<file path="src/sv/ats_pkg.sv">
// Package for the assignment trail stack: payload structs, action and status codes,
// and the types passed along the chain of storage cells. No dependencies.
package ats_pkg;

  localparam int unsigned KeyW   = 32;
  localparam int unsigned DepthW = 11;

  localparam logic [1:0] ACT_PUSH   = 2'd0;
  localparam logic [1:0] ACT_POP    = 2'd1;
  localparam logic [1:0] ACT_LOOKUP = 2'd2;

  localparam logic [1:0] ST_OK      = 2'd0;
  localparam logic [1:0] ST_FULL    = 2'd1;
  localparam logic [1:0] ST_EMPTY   = 2'd2;
  localparam logic [1:0] ST_MISSING = 2'd3;

  typedef struct packed {
    logic [1:0]      action;
    logic [KeyW-1:0] key;
    logic            push_value;
  } in_item_t;

  typedef struct packed {
    logic [1:0]        status;
    logic              found_value;
    logic [DepthW-1:0] depth;
  } out_item_t;

  // One stack entry as held by a cell.
  typedef struct packed {
    logic            valid;
    logic [KeyW-1:0] key;
    logic            value;
  } entry_t;

  // Search token that walks from the top cell toward the bottom cell.
  typedef struct packed {
    logic            valid;
    logic [KeyW-1:0] key;
    logic            hit;
    logic            value;
  } token_t;

  // Shift command broadcast to every cell.
  typedef struct packed {
    logic push;
    logic pop;
  } shift_cmd_t;

endpackage

</file>
<file path="src/sv/ats_cell.sv">
// One storage cell of the assignment trail stack chain.
// Holds one entry and one search token stage; depends on ats_pkg.
module ats_cell (
  input  logic               clk_i,
  input  logic               rst_ni,
  input  ats_pkg::shift_cmd_t cmd_i,
  input  ats_pkg::entry_t    up_i,
  input  ats_pkg::entry_t    down_i,
  output ats_pkg::entry_t    ent_o,
  input  ats_pkg::token_t    tok_i,
  output ats_pkg::token_t    tok_o
);
  import ats_pkg::*;

  entry_t ent_d, ent_q;
  token_t tok_d, tok_q;

  // A push moves every entry one cell deeper; a pop moves every entry one cell up.
  always_comb begin
    ent_d = ent_q;
    if (cmd_i.push) begin
      ent_d = up_i;
    end else if (cmd_i.pop) begin
      ent_d = down_i;
    end
  end

  // Deeper cells hold older entries, so a later hit overrides an earlier one.
  always_comb begin
    tok_d = tok_i;
    if (tok_i.valid && ent_q.valid && (ent_q.key == tok_i.key)) begin
      tok_d.hit   = 1'b1;
      tok_d.value = ent_q.value;
    end
  end

  always_ff @(posedge clk_i or negedge rst_ni) begin
    if (!rst_ni) begin
      ent_q <= '0;
      tok_q <= '0;
    end else begin
      ent_q <= ent_d;
      tok_q <= tok_d;
    end
  end

  assign ent_o = ent_q;
  assign tok_o = tok_q;

endmodule

</file>
<file path="config.mk">
export PLATFORM = sky130hd
export DESIGN_NAME = ats_cell
export DESIGN_NICKNAME = d
export VERILOG_FILES = /design/src/sv/ats_pkg.sv /design/src/sv/ats_cell.sv
export SDC_FILE = /design/constraint.sdc
export NUM_CORES = 1
export LEC_CHECK = 0
export ABC_CLOCK_PERIOD_IN_PS = 1500
export BUFFER_PORTS_ARGS = -buffer_cell sky130_fd_sc_hd__buf_2
export CAP_MARGIN = 20
export CORE_MARGIN = 4
export CORE_UTILIZATION = 38
export DETAILED_ROUTE_END_ITERATION = 12
export PLACE_DENSITY = 0.76
export SLEW_MARGIN = 20
export SYNTH_ARGS = -nofsm -noshare
export SYNTH_HDL_FRONTEND = slang
export SYNTH_SLANG_ARGS = --single-unit
export TNS_END_PERCENT = 5
</file>
<file path="constraint.sdc">
create_clock -name clk_i -period 1.5 [get_ports clk_i]
set_clock_uncertainty 0.05 [all_clocks]
set_input_delay 0.075 -clock clk_i [delete_from_list [all_inputs] [get_ports clk_i]]
set_output_delay 0.075 -clock clk_i [all_outputs]
set_load 0.02 [all_outputs]
</file>
-- Yosys cells after proc, flatten, opt, wreduce, memory -nomap -nowiden
Index checks and enable logic that the tools add are counted.
Widths: inputs -> output; s select.
- ROM bits: 0
- memories: 0
- output and inout port bits: 69
- latch bits: 0
- bits in writable memories: 0
- register bits: 69
- input port bits: 107
- bitwise gates (word level): 0
- shift-type cells: 0
- eq/ne operators: 1
- muxes and demuxes: 3
- order comparisons: 0
- add/sub/neg operators: 0
- divide/modulo/power cells: 0
- reduce and logical (&&, ||, !) cells: 3
- multiply operators: 0
- operators by type and width (operator ; number):
    $mux 34 ; 2
    $eq 32x32->1 ; 1
    $logic_and 1x1->1 ; 2
    $mux 2 ; 1
    $reduce_bool 2->1 ; 1

-- Longest topological paths before layout
Gate-level depths: netlist of the first run.
- depth after elaboration: 3
- mapped depth: 5
- gate-level depth less buffers: 5

-- Worst setup path before layout of the first run
OpenSTA, ideal clock, no wires.
- path type: register to register
- start: reg ent_q, in the netlist ent_o[18]
- end: reg tok_q, in the netlist tok_o[0]
- data required time: 1.322 ns
- slack: -0.211 ns
- setup time: 0.128 ns
- cell stages (with the launch flop): 6
- path buffers: 0
- clock period less this slack: 1.711 ns
- arrival: 1.533 ns
- cell sequence: dfrtp_1 > xor2_1 > nor4_1 > nand4_1 > nor3_2 > mux2_1
- RTL lines (what ; RTL line ; text):
    start, declared ; ats_cell.sv:15 ; entry_t ent_d, ent_q;
    start signal, assigned ; ats_cell.sv:42 ; ent_q <= ent_d;
    end signal, assigned ; ats_cell.sv:43 ; tok_q <= tok_d;
    end, declared ; ats_cell.sv:16 ; token_t tok_d, tok_q;

==> run metrics, run 1 <==
fin. max-slew vios=0; P per Cell Area=a little over 900 mW/mm^2; pin count of the biggest net entering global routing=70; CTS tree=yes; total track usage=23.5%; worst hold path type=primary input to register; leak pwr=roughly 2.9 nW; critical path arrival=between 2000 and 2500 ps; ratio of final minimum period to clock period=125%; Clk pin slew, worst setup/hold paths=about 70 ps; Seq/Total Area, Yosys=around three fifths; starting DRC count in detailed routing=86; hpwl dp=~6.1 mm; DR DRC count=0; Via density=about 4.6; Final TNS setup=-493 ps; vias=approximately 3,000; P&R area growth vs syn=90.4%; max_slew headroom=between 70% and 80%; Wirelength per Cell=about 16 um; Max Fclk=between 500 and 600 MHz; final net count=648; I/O Buffers=between 150 and 200; failing checks=negative setup slack; commonest cells after routing, fill and taps aside=175 x buf_2, 78 x dlygate4sd3_1, 59 x dfrtp_1; first-pass GRT wire length=between 15 and 20 mm; maximum VDD drop=roughly 0.00050 V; Num CTS Buffers=9; Post-Syn Nets=335; Die Span X=approximately 94 um; # IOs=~180; CP required=between 1500 and 2000 ps; Yosys reg bits=between 60 and 70; latest clock arrival within the worst-skew pair=between 300 and 400 ps; n_diodes=0; yosys warns=0; Finished Layout Cells=642; Die Y=approximately 94 um; DP Worst Slack=-506 ps; CP Class=register to register; RePlAce Congestion=around 0.83; GR Overflow Total=0; die area=around 0.0088 sq mm; top cells by area, synth=dfrtp_1 62%, mux2i_1 12%, xor2_1 9.7%, o21ai_1 6.1%, nand2_1 4.6%; Pwr Total=approximately 4.8 mW; FP Rows=30; Post-Route WL=between 10 and 15 mm; Cells after Synth=around 230; final setup vio count=2; Root Driver=clkbuf_8; RSZ-0062 raised after global routing=true; Max Cap Viol=0; core footprint=around 0.0070 sq mm; Least-Margin Pin Slew=364 ps; Critical Path Sink Type=register; post-route ant nets=0; placed cells=between 500 and 600; H-tree level count=3; deepest clock path buffer count=2; final hold vios=0; final worst slack=-374 ps; post-synth top area share=61.9%; crit-path max FO=2; DRT Pass-1 Iters=4; status=finished, violations left; post-synth top area cell=dfrtp_1; mapped cell area=0.00279 sq mm; crit path time final=~1900 ps; crit start category=register; Starting Density=40.0%; Fillers=around 450; final core utilization=between 70% and 80%; clock tree sinks=69; share of layout cells above drive strength 1=about 44%; number of distinct library cells after synthesis=16; initial antenna violation count=0; number of global-route vias before repair=between 3,000 and 4,000; most common cell after layout, fill and taps aside=buf_2; average cell area after synthesis=around 12 sq um
==> through the flow <==
| stage | hold WS (ps) | instance area (sq um) |
|---|---|---|
| after floorplan | -271 | 2800 |
| after detailed placement | 83.0 | 4060 |
| after global placement | 74.9 | 4060 |
| final | 8.38 | 5310 |
| after CTS | 1.66 | 5260 |
| after global routing | 14.3 | 5310 |
==> cells in the mapped netlist <==
master,number
clkbuf_1,6
nor3_1,1
xor2_1,31
nor4_1,7
or2_1,1
mux2_1,1
o21ai_1,34
nor3_2,1
mux2i_1,34
dfrtp_1,69
buf_1,2
nand3_1,1
nand4_1,2
xnor2_1,1
buf_4,3
nand2_1,34
==> metal layers <==
layer | global-route usage [%] | vias up | wire length [um]
met1 | 25.5 | 1406 | 3750
met2 | 44.3 | 141 | 5530
met3 | 5.13 | 22 | 682
met5 | 0 | - | 0
met4 | 8.66 | 0 | 227
li1 | - | 1400 | -
==> state kept, by name (all words and copies together) (netlist names) <==
signal / flops
ent_o: 34
tok_o: 35
==> final timing paths <==
kind | from | end | slack, ps | cells past startpoint
worst max register to register | ent_o[18] | tok_o[0] | -370 | 6
worst min register to register | ent_o[0] | tok_o[0] | 500 | 1
min in group asynchronous | rst_ni | ent_o[22] | 250 | 3
max in group asynchronous | rst_ni | ent_o[9] | 840 | 3
worst min-delay path | down_i[28] | ent_o[28] | 8 | 3
worst max-delay path | ent_o[18] | tok_o[0] | -370 | 6
==> cell families (layout without fill, tap and decap cells) <==
kind of cell | Yosys count | count (layout) | synth area share [%]
AND/OR/NAND/NOR | 47 | 47 | 7.53
AO/OA/AOI/OAI | 34 | 34 | 6.10
XOR/XNOR | 32 | 32 | 10.0
flip-flops | 69 | 69 | 61.9
multiplexers | 35 | 35 | 12.6
buffers and inverters | 11 | 329 | 1.88
==> cell type report <==
class / instances / area [sq um] / share of cell area, %
Clock inverter: 1 / 30.0 / 0.565
Clock buffer: 15 / 156 / 2.94
Tap cell: 96 / 120 / 2.26
Sequential cell: 69 / 1740 / 32.7
Multi-Input combinational cell: 148 / 1030 / 19.4
Timing Repair Buffer: 313 / 2240 / 42.1
==> power breakdown <==
part | switching [mW] | internal (mW) | total [mW] | leakage, nW
logic | 0.598 | 0.661 | 1.26 | 2.01
clock network | 0.660 | 0.819 | 1.48 | 0.0919
registers | 0.0794 | 2.00 | 2.08 | 0.807
==> timing repair <==
| item | in CTS | in global routing |
|---|---|---|
| pin swaps | 2 | 1 |
| resized for setup | 2 | 22 |
| endpoints found under the setup margin | 2 | 26 |
| setup buffers | 1 | 0 |
| hold buffers | 99 | 0 |
| endpoints found under the hold margin | 138 | 0 |
==> worst max-delay path: stages (launching register included) <==
cell     delay (ps)
dfrtp_2         410
xor2_1          150
nor4_1          350
buf_4           180
nand4_1         110
nor3_2          180
mux2_1          340
Power figures use the tool's default switching activity.
==> run 2: changes to the inputs <==
--- a/config.mk
+++ b/config.mk
@@ -5,7 +5,7 @@
 export SDC_FILE = /design/constraint.sdc
 export NUM_CORES = 1
 export LEC_CHECK = 0
-export ABC_CLOCK_PERIOD_IN_PS = 1500
+export ABC_CLOCK_PERIOD_IN_PS = 1600
 export BUFFER_PORTS_ARGS = -buffer_cell sky130_fd_sc_hd__buf_2
 export CAP_MARGIN = 20
 export CORE_MARGIN = 4
==> constraint.sdc (replaced) <==
create_clock -name clk_i -period 1.6 [get_ports clk_i]
set_clock_uncertainty 0.05 [all_clocks]
set_input_delay 0.08 -clock clk_i [delete_from_list [all_inputs] [get_ports clk_i]]
set_output_delay 0.08 -clock clk_i [all_outputs]
set_load 0.02 [all_outputs]
==> run metrics, run 2 (synthesized netlist as in run 1, its figures left out) <==
share of layout cells above drive strength 1=between 40% and 50%; FP Rows=30; Reg-to-Reg Start=ent_o[18]; Reg power frac=between 40% and 50%; crit start category=register; Starting Density=approximately two fifths; CP Class=register to register; GR Overflow Total=0; pin count of the biggest net entering global routing=70; number of global-route vias before repair=3,221; final worst slack=-228 ps; hold path endpoint=ent_o[12]; crit-path max FO=2; vias=~2,900; DRT Pass-1 Iters=4; RSZ-0062 raised after global routing=true; final setup vio count=1; Max stage delay on crit path=410 ps; ratio of final minimum period to clock period=114%; reg2reg setup slack=-230 ps; clock tree sinks=about 70; R2R Path End=tok_o[0]; Num CTS Buffers=9; most common cell after layout, fill and taps aside=buf_2; Clock power frac=between 30% and 40%; CP required=1760 ps; leak pwr=2.67 nW; Internal Power=about 3.3 mW; P&R area growth vs syn=86.8%; Hold Path Depth=3; hold_sp=down_i[12]; hpwl dp=between 6 and 7 mm; Max Cap Viol=0; crit path time final=between 1500 and 2000 ps; Wirelength per Cell=approximately 15 um; commonest cells after routing, fill and taps aside=175 x buf_2, 97 x dlygate4sd3_1, 59 x dfrtp_1; initial antenna violation count=0; deepest clock path buffer count=2; Max Fclk=547 MHz; Final TNS setup=-228 ps; P per Cell Area=around 870 mW/mm^2; status=finished, violations left; total track usage=between 20% and 30%; core footprint=~0.0070 sq mm; Least-Margin Pin Slew=approximately 370 ps; maximum VDD drop=0.000481 V; Clk pin slew, worst setup/hold paths=about 70 ps; Critical Path Sink Type=register; CP cell instances=xor2_1 > nor4_2 > buf_4 > nand4_1 > nor3_2 > mux2_4; latest clock arrival within the worst-skew pair=330 ps; Top delay family on crit path=simple AND/OR/NAND/NOR gates; # IOs=176; H-tree level count=3; Finished Layout Cells=around 630; placed cells=520; r2r worst-path depth=6; worst hold path type=primary input to register; post-route ant nets=0; P_sw=between 1 and 1.5 mW; starting DRC count in detailed routing=approximately 60; I/O Buffers=~180; Via density=about 4.6; RePlAce Congestion=~0.82; Die Y=93.7 um; critical path arrival=around 2000 ps; Post-Route WL=roughly 9.7 mm; DR DRC count=0; first-pass GRT wire length=approximately 15 mm; final hold vios=0; switching fraction of total power=between 20% and 30%; max_slew headroom=75.5%; Die Span X=93.7 um; fin. max-slew vios=0; slowest stage cell, crit path=dfrtp_2; Root Driver=clkbuf_8; die area=between 0.008 and 0.009 sq mm; max reg flops=35; CTS tree=yes; failing checks=negative setup slack; Comb pwr share=about a quarter; final net count=639; Crit path buffers/inverters=1
## run 2: cell types whose count changed in the layout (fill, tap and decap cells not counted), sizes merged
| cell | previous run | this run |
|---|---|---|
| diode | 0 | 1 |
| buf | 214 | 207 |
| dlymetal6s4s | 21 | 0 |
| dlygate4sd3 | 78 | 97 |
## run 2: area by class of cell
class                   instances  area, sq um
well taps                      96          120
flip-flops and latches         69         1740
multi-input cells             148         1030
clock buffers                  15          176
repair buffers                304         2110
clock inverters                 1         30.0
diodes                          1         2.50
fillers                       484         1770
## run 2: how the worst max path moves through the flow
stage                         start       end  slack [ps]  cells past startpoint
after floorplan           ent_o[24]  tok_o[0]         -80                      5
after global placement    ent_o[25]  tok_o[0]        -400                      6
after detailed placement  ent_o[25]  tok_o[0]        -420                      6
after CTS                 ent_o[21]  tok_o[0]        -270                      6
after global routing      ent_o[21]  tok_o[0]        -390                      6
final                     ent_o[18]  tok_o[0]        -230                      6
## run 2: repair_timing
item,4_1_cts,5_1_grt
buffers inserted,0,0
pin swaps,2,0
setup endpoints to repair,2,2
endpoints found under the hold margin,138,0
hold buffers,97,0
resized for setup,3,1
## run 2: worst min-delay path: cells and delay by family
kind / cells / cell delay (ps)
multiplexers: 1 / 60
AO/OA/AOI/OAI: 1 / 120
buffers and inverters: 1 / 80
## run 2: power by group through the flow
| stage | logic, mW | registers [mW] | clock network (mW) |
|---|---|---|---|
| 5_1_grt | 1.22 | 1.96 | 1.57 |
| 6_report | 1.13 | 1.95 | 1.46 |
| 3_5_place_dp | 0.882 | 1.98 | 0 |
| 4_1_cts | 1.11 | 1.94 | 1.49 |
| 3_3_place_gp | 0.866 | 1.97 | 0 |
| 2_1_floorplan | 0.236 | 2.15 | 0 |
## run 2: layer usage
metal	vias to the layer above	track usage, %	share of wire [%]
met2	128	40.2	52
met3	27	5.53	7.0
met5	-	0	0
li1	1384	-	-
met1	1349	25.3	38
met4	0	9.99	2.9
## run 2: through the flow
stage | setup slack, ps | util [%] | hold WS, ps | power (mW) | instance area (sq um)
finish | -228 | 74.7 | 5.40 | 4.53 | 5220
global route | -388 | 74.7 | 22.7 | 4.75 | 5210
CTS | -268 | 74.6 | 0.472 | 4.55 | 5210
detailed placement | -422 | 57.5 | 79.9 | 2.86 | 4010
global placement | -400 | 57.5 | 79.6 | 2.84 | 4010
floorplan | -80.2 | - | -266 | 2.38 | 2800
